[config.mk]
export PLATFORM = sky130hd
export DESIGN_NAME = signal_packet_framer
export DESIGN_NICKNAME = d
export VERILOG_FILES = /design/src/hdl/spf_pkg.sv /design/src/hdl/spf_frame.sv /design/src/hdl/signal_packet_framer.sv
export SDC_FILE = /design/constraint.sdc
export NUM_CORES = 1
export LEC_CHECK = 0
export BUFFER_PORTS_ARGS = -buffer_cell sky130_fd_sc_hd__buf_2
export CORE_UTILIZATION = 44
export CTS_BUF_LIST = sky130_fd_sc_hd__clkbuf_8
export DETAILED_ROUTE_END_ITERATION = 6
export PLACE_DENSITY = 0.77
export SYNTH_ARGS = -nofsm -noshare
export SYNTH_HDL_FRONTEND = slang
export SYNTH_SLANG_ARGS = --single-unit
[constraint.sdc]
create_clock -name clk -period 12.27 [get_ports clk]
set_input_delay 0.6135 -clock clk [delete_from_list [all_inputs] [get_ports clk]]
set_output_delay 0.6135 -clock clk [all_outputs]
set_load 0.005 [all_outputs]
[src/hdl/spf_pkg.sv]
// Shared types and constants for the signal packet framer.
// Used by spf_frame and signal_packet_framer; depends on nothing else.
package spf_pkg;

	// Framing bytes on the wire.
	localparam logic [7:0] START_BYTE = 8'h53;
	localparam logic [7:0] CR_BYTE    = 8'h0D;
	localparam logic [7:0] LF_BYTE    = 8'h0A;

	// Largest payload of one packet, in bytes (1 to 31).
	localparam int MAX_PAYLOAD_BYTES = 24;

	// Register reset values.
	localparam logic [2:0] TYPE_CODE_RST     = 3'd1;
	localparam logic [4:0] ELEMENT_COUNT_RST = 5'd12;

	// Register indexes, taken from paddr[2].
	localparam logic REG_TYPE_CODE     = 1'b0;
	localparam logic REG_ELEMENT_COUNT = 1'b1;

	// Output sequence steps for one input beat.
	localparam logic [2:0] STEP_START = 3'd0;
	localparam logic [2:0] STEP_TYPE  = 3'd1;
	localparam logic [2:0] STEP_DATA  = 3'd2;
	localparam logic [2:0] STEP_CKH   = 3'd3;
	localparam logic [2:0] STEP_CKL   = 3'd4;
	localparam logic [2:0] STEP_CR    = 3'd5;
	localparam logic [2:0] STEP_LF    = 3'd6;

	// Everything needed to emit the bytes caused by one input beat.
	typedef struct packed {
		logic        head;       // packet opens: emit start and type bytes
		logic        tail;       // packet closes: emit checksum, CR, LF
		logic [7:0]  type_byte;
		logic [7:0]  data;
		logic [15:0] cks;
	} frame_desc_t;

endpackage

[src/hdl/spf_frame.sv]
// Framing state of the signal packet framer: byte position and checksum.
// Builds the output descriptor of each accepted beat; depends on spf_pkg.
module spf_frame (
	input  logic               clk,
	input  logic               arst_n,
	input  logic               take,
	input  logic [7:0]         data_byte,
	input  logic [2:0]         type_code,
	input  logic [4:0]         element_count,
	output spf_pkg::frame_desc_t desc
);
	import spf_pkg::*;

	logic [4:0]  byte_position_q;
	logic [15:0] sum_q;
	logic [7:0]  pending_q;
	logic        pair_half_q;

	logic [7:0]  count_wide;
	logic [4:0]  count;
	logic [4:0]  pos_next;
	logic        close;
	logic [15:0] addend;
	logic [15:0] sum_next;

	// Payload byte count: scaled by element width, saturated, never zero.
	always_comb begin
		count_wide = {3'b000, element_count} << type_code[1:0];
		if (count_wide > 8'(MAX_PAYLOAD_BYTES)) begin
			count_wide = 8'(MAX_PAYLOAD_BYTES);
		end
		if (count_wide == 8'd0) begin
			count_wide = 8'd1;
		end
		count = count_wide[4:0];
	end

	// One add covers both a completed pair and an odd byte closing the packet.
	always_comb begin
		pos_next = byte_position_q + 5'd1;
		close    = (pos_next >= count) || (pos_next == 5'd0);
		if (pair_half_q) begin
			addend = {pending_q, data_byte};
		end else if (close) begin
			addend = {data_byte, 8'h00};
		end else begin
			addend = 16'h0000;
		end
		sum_next = sum_q + addend;
	end

	// Descriptor for this beat.
	always_comb begin
		desc.head      = (byte_position_q == 5'd0);
		desc.tail      = close;
		desc.type_byte = {type_code, count};
		desc.data      = data_byte;
		desc.cks       = sum_next;
	end

	// Framing state update on every accepted beat.
	always_ff @(posedge clk or negedge arst_n) begin
		if (!arst_n) begin
			byte_position_q <= 5'd0;
			sum_q           <= 16'h0000;
			pending_q       <= 8'h00;
			pair_half_q     <= 1'b0;
		end else if (take) begin
			if (close) begin
				byte_position_q <= 5'd0;
				sum_q           <= 16'h0000;
				pending_q       <= 8'h00;
				pair_half_q     <= 1'b0;
			end else begin
				byte_position_q <= pos_next;
				sum_q           <= sum_next;
				pair_half_q     <= ~pair_half_q;
				if (!pair_half_q) begin
					pending_q <= data_byte;
				end
			end
		end
	end

endmodule

[src/hdl/signal_packet_framer.sv]
// A beat's first output byte passes from the job register through the output register.
// Output runs at one byte per cycle while out_ready does not hold the output register; a
// beat has 1 output byte, 3 on packet open, 5 on close and 7 on both, and holds the input
// until its last byte moves from the job register into the single output register.
// Reset (arst_n low, asynchronous) empties the pipeline, clears the framing
// state and sets type_code to 1 and element_count to 12.
module signal_packet_framer (
	input  logic        clk,
	input  logic        arst_n,
	input  logic        psel,
	input  logic        penable,
	input  logic        pwrite,
	input  logic [2:0]  paddr,
	input  logic [31:0] pwdata,
	output logic [31:0] prdata,
	output logic        pready,
	input  logic        data_valid,
	output logic        data_ready,
	input  logic [7:0]  data_byte,
	output logic        out_valid,
	input  logic        out_ready,
	output logic [7:0]  out_byte,
	output logic        packet_end,
	output logic        run_last
);
	import spf_pkg::*;

	logic [2:0]  type_code_q;
	logic [4:0]  element_count_q;
	logic        cfg_write;

	frame_desc_t desc;
	frame_desc_t job_s1;
	logic        job_valid_s1;
	logic [2:0]  step_q;
	logic [2:0]  last_step;
	logic        job_last;
	logic        out_free;
	logic        move;
	logic        take;
	logic [7:0]  step_byte;

	logic        out_valid_q;
	logic [7:0]  out_byte_q;
	logic        packet_end_q;
	logic        run_last_q;

	// Configuration registers.
	assign pready    = 1'b1;
	assign cfg_write = psel && penable && pwrite;

	always_ff @(posedge clk or negedge arst_n) begin
		if (!arst_n) begin
			type_code_q     <= TYPE_CODE_RST;
			element_count_q <= ELEMENT_COUNT_RST;
		end else if (cfg_write) begin
			unique case (paddr[2])
				REG_TYPE_CODE:     type_code_q     <= pwdata[2:0];
				REG_ELEMENT_COUNT: element_count_q <= pwdata[4:0];
				default:           type_code_q     <= type_code_q;
			endcase
		end
	end

	always_comb begin
		unique case (paddr[2])
			REG_TYPE_CODE:     prdata = {29'd0, type_code_q};
			REG_ELEMENT_COUNT: prdata = {27'd0, element_count_q};
			default:           prdata = 32'd0;
		endcase
	end

	// Framing state and descriptor of the incoming beat.
	spf_frame u_frame (
		.clk           (clk),
		.arst_n        (arst_n),
		.take          (take),
		.data_byte     (data_byte),
		.type_code     (type_code_q),
		.element_count (element_count_q),
		.desc          (desc)
	);

	// Handshake between the job register and the output register.
	assign out_free   = !out_valid_q || out_ready;
	assign move       = job_valid_s1 && out_free;
	assign last_step  = job_s1.tail ? STEP_LF : STEP_DATA;
	assign job_last   = (step_q == last_step);
	assign data_ready = !job_valid_s1 || (out_free && job_last);
	assign take       = data_valid && data_ready;

	// Job register: holds one beat's descriptor while its bytes drain.
	always_ff @(posedge clk or negedge arst_n) begin
		if (!arst_n) begin
			job_valid_s1 <= 1'b0;
			step_q       <= STEP_START;
		end else if (take) begin
			job_valid_s1 <= 1'b1;
			step_q       <= desc.head ? STEP_START : STEP_DATA;
		end else if (move) begin
			job_valid_s1 <= !job_last;
			step_q       <= step_q + 3'd1;
		end
	end

	always_ff @(posedge clk) begin
		if (take) begin
			job_s1 <= desc;
		end
	end

	// Byte selected by the current step.
	always_comb begin
		unique case (step_q)
			STEP_START: step_byte = START_BYTE;
			STEP_TYPE:  step_byte = job_s1.type_byte;
			STEP_DATA:  step_byte = job_s1.data;
			STEP_CKH:   step_byte = job_s1.cks[15:8];
			STEP_CKL:   step_byte = job_s1.cks[7:0];
			STEP_CR:    step_byte = CR_BYTE;
			STEP_LF:    step_byte = LF_BYTE;
			default:    step_byte = LF_BYTE;
		endcase
	end

	// Output register.
	always_ff @(posedge clk or negedge arst_n) begin
		if (!arst_n) begin
			out_valid_q <= 1'b0;
		end else if (out_free) begin
			out_valid_q <= move;
		end
	end

	always_ff @(posedge clk) begin
		if (move) begin
			out_byte_q   <= step_byte;
			packet_end_q <= (step_q == STEP_LF);
			run_last_q   <= job_last;
		end
	end

	assign out_valid  = out_valid_q;
	assign out_byte   = out_byte_q;
	assign packet_end = packet_end_q;
	assign run_last   = run_last_q;

`ifndef SYNTH
	// The closing LF is always the last byte of its beat.
	a_end_is_last: assert property (@(posedge clk) disable iff (!arst_n)
		out_valid && packet_end |-> run_last)
		else $error("packet_end without run_last");

	// A new beat may enter only as the held one hands over its last byte.
	a_no_overwrite: assert property (@(posedge clk) disable iff (!arst_n)
		take && job_valid_s1 |-> move && job_last)
		else $error("job register overwritten");

	// A pending job always feeds a free output register.
	a_job_moves: assert property (@(posedge clk) disable iff (!arst_n)
		job_valid_s1 && out_free |=> out_valid)
		else $error("job did not reach the output");

	// The step never runs past the final LF.
	a_step_range: assert property (@(posedge clk) disable iff (!arst_n)
		job_valid_s1 |-> step_q <= STEP_LF)
		else $error("step out of range");
`endif

endmodule
After elaboration in Yosys (flattened, before gate mapping):

Index checks and enable logic that the tools add are counted.

* register bits after elaboration: 86
* input port bits: 50
* output and inout port bits: 45
* logic and storage cells: 68

* $add $sub $neg: 3
* order comparisons: 2
* eq/ne operators: 8
* shift-type cells: 1
* mux-type cells: 17
* bitwise operators: 2
* reduce and logical (&&, ||, !) cells: 19

Operators with widths (count)
* one-hot mux 32 bit (2 select lines): 1
* two-way mux 16 bit: 3
* one-hot mux 8 bit (6 select lines): 1
* two-way mux 8 bit: 3
* adder 16 bit: 1
* logical NOT 5 bit: 2
* two-way mux 5 bit: 2
* == test 3 bit, second input constant: 3
* two-way mux 3 bit: 3
* greater-than comparator 8 x 5 -> 1 bit, second input constant: 1
* logical NOT 8 bit: 1
* << shifter 5 x 2 -> 8 bit: 1
* == test 3 x 2 -> 1 bit, second input constant: 2
* AND reduction 2 bit: 3
* adder 5 x 1 -> 5 bit, second input constant: 1
* greater-or-equal comparator 5 bit: 1
* logical AND 1 bit: 5
* adder 3 x 1 -> 3 bit, second input constant: 1
* == test 3 x 1 -> 1 bit, second input constant: 1
* == test 3 bit: 1
* logical NOT 1 bit: 3
* logical NOT 3 bit: 1
* logical OR 1 bit: 3
* two-way mux 1 bit: 3
* other kinds (4): 5

Longest topological paths before layout:

Gate-level depths: netlist of run 1.

* depth after elaboration: 11
* mapped depth: 24
* depth with buffers taken out: 22

Cells and area by module:

A second synthesis of run 1 with hierarchy kept.

* cell total of the unflattened synthesis: 474
* area total of the unflattened synthesis: 5116.2 um^2

Modules (own cells, without submodules)
* spf_frame: times used 1, cells an instance 299, area an instance 2607.5 um^2
* signal_packet_framer: times used 1, cells an instance 175, area an instance 2508.7 um^2

Least setup slack after synthesis of run 1:

OpenSTA, ideal clock, no wires.

* path type: register to register
* start: register type_code_q[0]
* end: register u_frame.sum_q[15]
* setup time: 0.121 ns
* arrival: 4.252 ns
* data required time: 12.149 ns
* slack: 7.897 ns
* stages on the path, launching flop included: 24
* clock period less this slack: 4.373 ns
* path through: dfstp_2 clkbuf_1 nand2_1 a2bb2oi_1 o31ai_1 nor2_1 mux2i_1 o21a_1 ha_1 nand2b_1 a31oi_1 o21ai_0 or2_1 buf_6 nand2_1 o21ai_0 ha_1 a21o_1 a21o_1 a21oi_2 o21ai_2 a221oi_2 xnor2_1 a22o_1

RTL lines
* from (decl): RTL line signal_packet_framer.sv:28 `logic [2:0] type_code_q;`
* from (signal assigned): RTL line signal_packet_framer.sv:58 `REG_TYPE_CODE: type_code_q <= pwdata[2:0];`
* from (signal assigned): RTL line signal_packet_framer.sv:60 `default: type_code_q <= type_code_q;`
* to (signal assigned): RTL line spf_frame.sv:76 `sum_q <= sum_next;`
* to (decl): RTL line spf_frame.sv:15 `logic [15:0] sum_q;`

==> impl_metrics.py, run 1 <==
metrics = {
    "setup_path": {
        "worst_flop_to_flop_path_endpoint": "u_frame.sum_q[15]",
        "rrSetupSlack_ns": 6.76,
        "required_ns": 12.53,
        "r2r-start": "type_code_q[1]",
        "worstSetupEndpointType": "register",
        "timing.critical_path.arrival_ns": 5.76,
        "launching_element_of_the_worst_setup_path": "type_code_q[1]",
        "reg2regPathDepth": 22,
        "critical_path.max_fanout": 12,
        "cp-start-kind": "register",
        "path_class": "reg2reg",
    },
    "pwr": {
        "ir_worst_vdd_mv": 0.0937,
        "power.switching_fraction": 0.393,
        "powerDensity_nw_per_um2": 239,
        "p_seq_frac": 0.397,
        "power_report.internal_total_uw": 760,
        "share_of_power_burned_in_the_clock_network": 0.176,
        "power.static_leakage_nw": 2.34,
        "power.net_switching_uw": 491,
        "power.combinational.fraction": 0.427,
    },
    "sta": {
        "slew_at_the_pin_with_the_worst_max_slew_slack_ns": 1.04,
        "timing.final.setup_violations": 0,
        "hold_viol": 0,
        "max_freq_mhz": 182,
        "post-route-period-util": 0.449,
        "final-max-slew-violation-count": 0,
        "timing.final.crit_period_ns": 5.51,
        "timing.setup.tns_ns": 0,
        "rsz0062_at_grt": "no",
        "timing.clock.skew_ns": 0.00928,
        "timing.slew.headroom": 0.305,
    },
    "placed_design": {
        "post_detail_place_hpwl_um": 6780,
        "finalWeightedCongestion": 0.847,
        "portBuffers": 37,
    },
    "floorplanning": {
        "die-area_um2": 11500,
        "coreArea_um2": 10800,
        "die_w_um": 107,
        "initial_utilization": 0.450,
        "floorplan.rows": 38,
        "io-pin-count": 95,
        "die_h_um": 107,
    },
    "outcome": {
        "run_status": "finished clean",
    },
    "synthesis": {
        "yosys_warnings": 0,
        "synthArstFlopShare": 0.500,
        "synth_area_leader_cell": "sky130_fd_sc_hd__edfxtp_1",
        "yosysTopAreaCellShare": 0.266,
        "dominantRegCellSynth": "sky130_fd_sc_hd__edfxtp_1",
        "syn_avg_cell_area_um2": 11.1,
        "synthCells": 438,
        "ys_ff_latch": 86,
        "synth.distinct_cells": 66,
        "post_synthesis_instance_area_um2": 4860,
        "number_of_enable_type_register_cells_in_the_synthesized_netlist": 43,
        "share_of_the_yosys_chip_area_belonging_to_registers": 0.488,
        "netlist_top_cells_area": "sky130_fd_sc_hd__edfxtp_1 27%, sky130_fd_sc_hd__dfrtp_1 21%, sky130_fd_sc_hd__ha_1 7.2%, sky130_fd_sc_hd__buf_4 4.6%, sky130_fd_sc_hd__nand2_1 3.9%",
    },
    "run": {
        "drv.max_cap_violation_count": 0,
    },
    "routing": {
        "drt-initial-drc-count": 194,
        "num_vias": 3327,
        "antenna_violating_nets_left": 0,
        "dr.pass1.iters": 4,
        "via_per_inst": 5.43,
        "wl_um": 9490,
        "post_drt_wl_per_cell_um": 15.5,
        "drc": 0,
    },
    "clock_tree": {
        "tritoncts": "yes",
        "post_cts_resize_count": 0,
        "max-clock-path-buffers": 2,
        "clock_sinks": 86,
        "tritoncts.num_buffers": 9,
        "cts_hold_repair.buffers": 0,
        "cts.reportedPaths.clkPinSlew_ns": 0.09,
        "clock_insertion_delay_worst_skew_ns": 0.37,
        "number_of_buffers_added_for_setup_after_cts": 0,
        "h-tree-depth": 3,
        "cts-root-buf": "sky130_fd_sc_hd__clkbuf_8",
    },
    "global_route": {
        "wire_length_of_the_first_global_routing_pass_um": 15400,
        "grt_max_degree": 48,
        "globalRouteOverflowTotal": 0,
        "antenna_found_initial": 0,
        "number_of_global_route_vias_before_repair": 3121,
        "gr-usage-all-layers": 0.175,
    },
    "cells_and_area": {
        "finish.utilization": 0.485,
        "antenna_cells": 0,
        "finalNetCount": 547,
        "proportion_of_layout_cells_with_a_drive_suffix_above_1": 0.182,
        "areaGrowthSynthToFinish_pct": 7.77,
    },
    "worst_hold_path": {
        "timing.hold.worst.class": "in2async",
    },
}
synthesized netlist by cell type (11+ instances only):
library cell,n
sky130_fd_sc_hd__a21o_1,13
sky130_fd_sc_hd__a21oi_1,22
sky130_fd_sc_hd__a22o_1,17
sky130_fd_sc_hd__and2_1,16
sky130_fd_sc_hd__buf_4,30
sky130_fd_sc_hd__dfrtp_1,40
sky130_fd_sc_hd__edfxtp_1,43
sky130_fd_sc_hd__ha_1,28
sky130_fd_sc_hd__inv_1,14
sky130_fd_sc_hd__mux2_2,12
sky130_fd_sc_hd__nand2_1,50
sky130_fd_sc_hd__o21ai_0,22
sky130_fd_sc_hd__xnor2_1,11
power groups by stage:
| stage | logic, mW | registers (mW) | clock network (mW) |
|---|---|---|---|
| floorplan | 0.441 | 0.466 | 0 |
| global placement | 0.511 | 0.495 | 0 |
| detailed placement | 0.531 | 0.501 | 0 |
| CTS | 0.534 | 0.495 | 0.222 |
| global route | 0.594 | 0.509 | 0.235 |
| finish | 0.534 | 0.497 | 0.220 |
cell type report:
class | instances | area [um2]
Fill cell | 940 | 5550
Clock buffer | 9 | 124
Tap cell | 140 | 175
Clock inverter | 7 | 90.1
Multi-Input combinational cell | 318 | 2230
Timing Repair Buffer | 38 | 193
Sequential cell | 86 | 2370
Inverter | 15 | 56.3
state kept, by name (all words and copies together), names as in the netlist, 3 cells and up:
| register | cells |
|---|---|
| element_count_q | 5 |
| job_s1 | 33 |
| out_byte | 8 |
| step_q | 3 |
| type_code_q | 3 |
| u_frame.byte_position_q | 5 |
| u_frame.pending_q | 8 |
| u_frame.sum_q | 16 |
critical path, stage by stage (launching register included):
cell and delay, ns:
sky130_fd_sc_hd__dfrtp_1 0.58, sky130_fd_sc_hd__mux2_2 0.39, sky130_fd_sc_hd__o21ai_0 0.20, sky130_fd_sc_hd__o31ai_1 0.12
sky130_fd_sc_hd__nor2_1 0.20, sky130_fd_sc_hd__a21oi_1 0.10, sky130_fd_sc_hd__o21a_1 0.20, sky130_fd_sc_hd__ha_1 0.27
sky130_fd_sc_hd__nand2b_1 0.09, sky130_fd_sc_hd__a31oi_1 0.08, sky130_fd_sc_hd__o21ai_0 0.42, sky130_fd_sc_hd__or2_1 0.45
sky130_fd_sc_hd__buf_4 0.29, sky130_fd_sc_hd__nand2_1 0.07, sky130_fd_sc_hd__o21ai_0 0.15, sky130_fd_sc_hd__ha_1 0.33
sky130_fd_sc_hd__a21o_1 0.22, sky130_fd_sc_hd__a21o_1 0.19, sky130_fd_sc_hd__a21oi_2 0.16, sky130_fd_sc_hd__o21ai_2 0.10
sky130_fd_sc_hd__a221oi_2 0.33, sky130_fd_sc_hd__xnor2_1 0.20, sky130_fd_sc_hd__a22o_1 0.24
layer usage:
layer | vias to the layer above | GRT usage | routed length (um)
li1 | 1590 | - | -
met1 | 1631 | 0.237 | 4340
met2 | 86 | 0.265 | 4400
met3 | 20 | 0.0237 | 443
met4 | 0 | 0.110 | 305
met5 | - | 0 | 0
how the worst max path moves through the flow:
| stage | end | slack (ns) |
|---|---|---|
| 3_3_place_gp | u_frame.sum_q[15] | 6.96 |
| 4_1_cts | u_frame.sum_q[15] | 6.79 |
| 5_1_grt | u_frame.sum_q[15] | 6.35 |
| 3_5_place_dp | u_frame.sum_q[15] | 6.85 |
| 6_report | u_frame.sum_q[15] | 6.76 |
| 2_1_floorplan | u_frame.sum_q[15] | 7.90 |
cell families (layout without fill, tap and decap cells):
| kind of cell | Yosys count | after routing | synth area share |
|---|---|---|---|
| buffers and inverters | 60 | 69 | 0.0736 |
| DFF | 86 | 86 | 0.488 |
| AOI/OAI and AO/OA | 124 | 124 | 0.187 |
| adders and majority gates | 29 | 29 | 0.0762 |
| xor gates and xnor gates | 18 | 18 | 0.0324 |
| and+or+nand+nor | 104 | 104 | 0.107 |
| other | 2 | 28 | 0.00154 |
| muxes | 15 | 15 | 0.0340 |
cells in the final DEF, fill, tap and decap left out, drive strengths merged, types with 3 or more instances in the layout:
master,netlist,final
a222oi,3,3
dfrtp,40,40
a31oi,3,3
inv,15,17
mux2i,3,3
edfxtp,43,43
xnor2,11,11
dfstp,3,3
a21o,14,14
xor2,7,7
nor2,7,7
o21ai,34,34
nor3,5,5
o31ai,3,3
buf,37,38
clkbuf,8,9
nor2b,3,3
nand3,6,6
a21oi,25,25
conb,2,28
and2,16,16
mux2,12,12
ha,28,28
a22o,17,17
nand2,51,51
o21a,3,3
nand2b,6,6
through the flow:
| stage | hold WS, ns | setup WS (ns) | area [um2] | power, mW | instances |
|---|---|---|---|---|---|
| after global routing | 0.482 | 6.35 | 5240 | 1.34 | 613 |
| after global placement | 0.459 | 6.96 | 5020 | 1.01 | 597 |
| after CTS | 0.448 | 6.79 | 5240 | 1.25 | 613 |
| final | 0.407 | 6.76 | 5240 | 1.25 | 613 |
| after floorplan | 0.318 | 7.90 | 4960 | 0.907 | 464 |
| after detailed placement | 0.469 | 6.85 | 5020 | 1.03 | 597 |
(Power assumes the default switching activity.)
==> run 2: changes to the inputs <==
--- a/config.mk
+++ b/config.mk
@@ -5,6 +5,7 @@
 export SDC_FILE = /design/constraint.sdc
 export NUM_CORES = 1
 export LEC_CHECK = 0
+export ABC_AREA = 1
 export BUFFER_PORTS_ARGS = -buffer_cell sky130_fd_sc_hd__buf_2
 export CORE_UTILIZATION = 44
 export CTS_BUF_LIST = sky130_fd_sc_hd__clkbuf_8
==> constraint.sdc (replaced) <==
create_clock -name clk -period 5.4 [get_ports clk]
set_input_delay 0.27 -clock clk [delete_from_list [all_inputs] [get_ports clk]]
set_output_delay 0.27 -clock clk [all_outputs]
set_load 0.005 [all_outputs]
==> impl_metrics.py, run 2 <==
metrics = {
    "synthesis": {
        "number_of_enable_type_register_cells_in_the_synthesized_netlist": 43,
        "synth_area_leader_cell": "sky130_fd_sc_hd__edfxtp_1",
        "muxShareOfSynthArea": 0.00226,
        "synthArstFlopShare": 0.500,
        "yosys_warnings": 0,
        "ys_ff_latch": 86,
        "yosysMostFrequentCell": "sky130_fd_sc_hd__nand2_1",
        "netlist_top_cells_area": "sky130_fd_sc_hd__edfxtp_1 26%, sky130_fd_sc_hd__dfrtp_1 20%, sky130_fd_sc_hd__nand2_1 10%, sky130_fd_sc_hd__ha_1 7.0%, sky130_fd_sc_hd__inv_1 5.5%",
        "dominantRegCellSynth": "sky130_fd_sc_hd__edfxtp_1",
        "simple_gate_portion_of_the_synthesized_area": 0.196,
        "synth_compound_gate_area_share": 0.106,
        "synth_xor_area_frac": 0.0211,
        "synthCells": 553,
        "synth_top_family_by_area": "simple AND/OR/NAND/NOR gates",
        "synth.cells.most_frequent": "133 x sky130_fd_sc_hd__nand2_1, 73 x sky130_fd_sc_hd__inv_1, 43 x sky130_fd_sc_hd__edfxtp_1, 40 x sky130_fd_sc_hd__dfrtp_1, 40 x sky130_fd_sc_hd__o21ai_0",
        "post_synthesis_instance_area_um2": 4980,
        "synthAdderAreaFrac": 0.0744,
        "yosysTopAreaCellShare": 0.259,
        "synth.distinct_cells": 45,
        "syn_avg_cell_area_um2": 9.00,
        "share_of_the_yosys_chip_area_belonging_to_registers": 0.476,
    },
    "setup_path": {
        "endpoint": "job_s1[15]",
        "critical-path-max-stage-delay_ns": 0.63,
        "critical-path-top-delay-family": "simple AND/OR/NAND/NOR gates",
        "critical_path.max_fanout": 12,
        "launching_element_of_the_worst_setup_path": "type_code_q[0]",
        "r2r-start": "type_code_q[0]",
        "rrSetupSlack_ns": 1.10,
        "reg2regPathDepth": 28,
        "cell_type_with_the_highest_occurrence_count_on_the_critical_path": "sky130_fd_sc_hd__nand2_1",
        "path_class": "reg2reg",
        "path_depth": 28,
        "cp-start-kind": "register",
        "critPathBufInv": 3,
        "worstSetupEndpointType": "register",
        "crit_slowest_cell": "sky130_fd_sc_hd__dfstp_2",
        "timing.critical_path.arrival_ns": 4.42,
        "required_ns": 5.52,
        "worst_flop_to_flop_path_endpoint": "job_s1[15]",
    },
    "floorplanning": {
        "io-pin-count": 95,
        "die-area_um2": 11700,
        "die_w_um": 108,
        "coreArea_um2": 10900,
        "floorplan.rows": 38,
        "die_h_um": 108,
        "initial_utilization": 0.455,
    },
    "clock_tree": {
        "post_cts_resize_count": 0,
        "h-tree-depth": 3,
        "clock_insertion_delay_worst_skew_ns": 0.37,
        "number_of_buffers_added_for_setup_after_cts": 0,
        "cts_hold_repair.buffers": 0,
        "tritoncts": "yes",
        "tritoncts.num_buffers": 9,
        "cts.reportedPaths.clkPinSlew_ns": 0.09,
        "max-clock-path-buffers": 2,
        "clock_sinks": 86,
        "cts-root-buf": "sky130_fd_sc_hd__clkbuf_8",
    },
    "global_route": {
        "antenna_found_initial": 0,
        "number_of_global_route_vias_before_repair": 3394,
        "gr-usage-all-layers": 0.178,
        "grt_max_degree": 44,
        "met2_usage": 0.307,
        "grtUsageMet3": 0.0307,
        "groute.layer.met1.usage": 0.217,
        "gr-max-usage-layer": "met2",
        "wire_length_of_the_first_global_routing_pass_um": 15900,
        "globalRouteOverflowTotal": 0,
    },
    "cells_and_area": {
        "finalNetCount": 666,
        "final_cell_mix": "133 x sky130_fd_sc_hd__nand2_1, 76 x sky130_fd_sc_hd__inv_1, 43 x sky130_fd_sc_hd__edfxtp_1",
        "largest_register_ff_count": 33,
        "registers.top_by_ff_count": "job_s1",
        "largest_registers": "job_s1: 33 flops, u_frame.sum_q: 16 flops",
        "proportion_of_layout_cells_with_a_drive_suffix_above_1": 0.120,
        "fill_cells": 1000,
        "areaGrowthSynthToFinish_pct": 5.98,
        "final_common_cell": "sky130_fd_sc_hd__nand2_1",
        "antenna_cells": 0,
    },
    "routing": {
        "via_per_inst": 5.07,
        "antenna_violating_nets_left": 0,
        "wl_um": 9770,
        "num_vias": 3710,
        "dr.pass1.iters": 4,
        "post_drt_wl_per_cell_um": 13.3,
        "drt-initial-drc-count": 271,
        "drc": 0,
    },
    "pwr": {
        "powerDensity_nw_per_um2": 543,
        "power.net_switching_mw": 1.23,
        "share_of_power_burned_in_the_clock_network": 0.137,
        "totalPowerFinal_mw": 2.86,
        "power_report.internal_total_mw": 1.63,
        "p_seq_frac": 0.398,
        "power.static_leakage_nw": 2.63,
        "power.combinational.fraction": 0.465,
        "power.switching_fraction": 0.430,
        "ir_worst_vdd_mv": 0.252,
    },
    "worst_hold_path": {
        "timing.hold.worst.class": "in2async",
    },
    "sta": {
        "final-max-slew-violation-count": 0,
        "rsz0062_at_grt": "no",
        "hold_viol": 0,
        "timing.clock.skew_ns": 0.0168,
        "max_freq_mhz": 233,
        "post-route-period-util": 0.796,
        "timing.slew.headroom": 0.314,
        "timing.final.crit_period_ns": 4.30,
        "slew_at_the_pin_with_the_worst_max_slew_slack_ns": 1.03,
        "timing.final.setup_violations": 0,
        "timing.setup.tns_ns": 0,
    },
    "placed_design": {
        "post_detail_place_hpwl_um": 7300,
        "portBuffers": 37,
        "finalWeightedCongestion": 0.924,
    },
    "outcome": {
        "run_status": "finished clean",
    },
    "run": {
        "drv.max_cap_violation_count": 0,
    },
}
run 2: cell count changes after synthesis, moves of 11 or more:
| cell | before | now |
|---|---|---|
| sky130_fd_sc_hd__and2_1 | 16 | 3 |
| sky130_fd_sc_hd__inv_1 | 14 | 73 |
| sky130_fd_sc_hd__mux2_2 | 12 | 1 |
| sky130_fd_sc_hd__nand2_1 | 50 | 133 |
| sky130_fd_sc_hd__nand3_1 | 6 | 34 |
| sky130_fd_sc_hd__nor2_1 | 7 | 19 |
| sky130_fd_sc_hd__o21ai_0 | 22 | 40 |
run 2: cell families (layout without fill, tap and decap cells):
kind of cell             Yosys count  in the layout
other                              2             28
AO/OA/AOI/OAI                     90             90
buffers and inverters            116            129
adder cells (fa/ha/maj)           29             29
multiplexers                       1              1
AND/OR/NAND/NOR                  217            217
XOR/XNOR                          12             12
flip-flops                        86             86
run 2: power by group through the flow:
stage / Clock [mW] / Combinational [mW] / Sequential, mW
6_report: 0.392 / 1.33 / 1.14
5_1_grt: 0.428 / 1.51 / 1.17
4_1_cts: 0.399 / 1.34 / 1.14
3_5_place_dp: 0 / 1.33 / 1.15
3_3_place_gp: 0 / 1.27 / 1.15
2_1_floorplan: 0 / 1.10 / 1.10
run 2: worst min-delay path by stage:
stage | start | depth (start not counted) | end | slack, ns
finish | arst_n | 1 | step_q[2] | 0.09
global route | data_byte[2] | 1 | job_s1[18] | 0.12
CTS | arst_n | 1 | step_q[2] | 0.12
detailed placement | type_code_q[2] | 0 | job_s1[31] | 0.47
global placement | u_frame.sum_q[9] | 2 | u_frame.sum_q[9] | 0.47
floorplan | arst_n | 0 | element_count_q[0] | -0.03
run 2: per-stage QoR:
step / util / hold slack [ns] / cell area [um2] / setup WS, ns / std cells
after global routing: 0.482 / 0.122 / 5270 / 0.619 / 732
after floorplan: - / -0.0256 / 5070 / 1.65 / 579
after global placement: 0.468 / 0.471 / 5110 / 1.16 / 716
after CTS: 0.482 / 0.118 / 5270 / 1.06 / 732
after detailed placement: 0.468 / 0.466 / 5110 / 1.10 / 716
final: 0.482 / 0.0861 / 5270 / 1.10 / 732
run 2: layout make-up:
| class | count | area [um2] | area share |
|---|---|---|---|
| inverters | 76 | 285 | 0.0541 |
| repair buffers | 37 | 185 | 0.0351 |
| flip-flops and latches | 86 | 2370 | 0.450 |
| clock buffers | 9 | 124 | 0.0235 |
| multi-input cells | 377 | 2100 | 0.397 |
| well taps | 140 | 175 | 0.0332 |
| clock inverters | 7 | 37.5 | 0.00712 |
run 2: per-layer routing:
metal | wire length [um] | vias up
met5 | 0 | -
met2 | 5000 | 136
met1 | 4010 | 1718
li1 | - | 1839
met3 | 570 | 17
met4 | 184 | 0
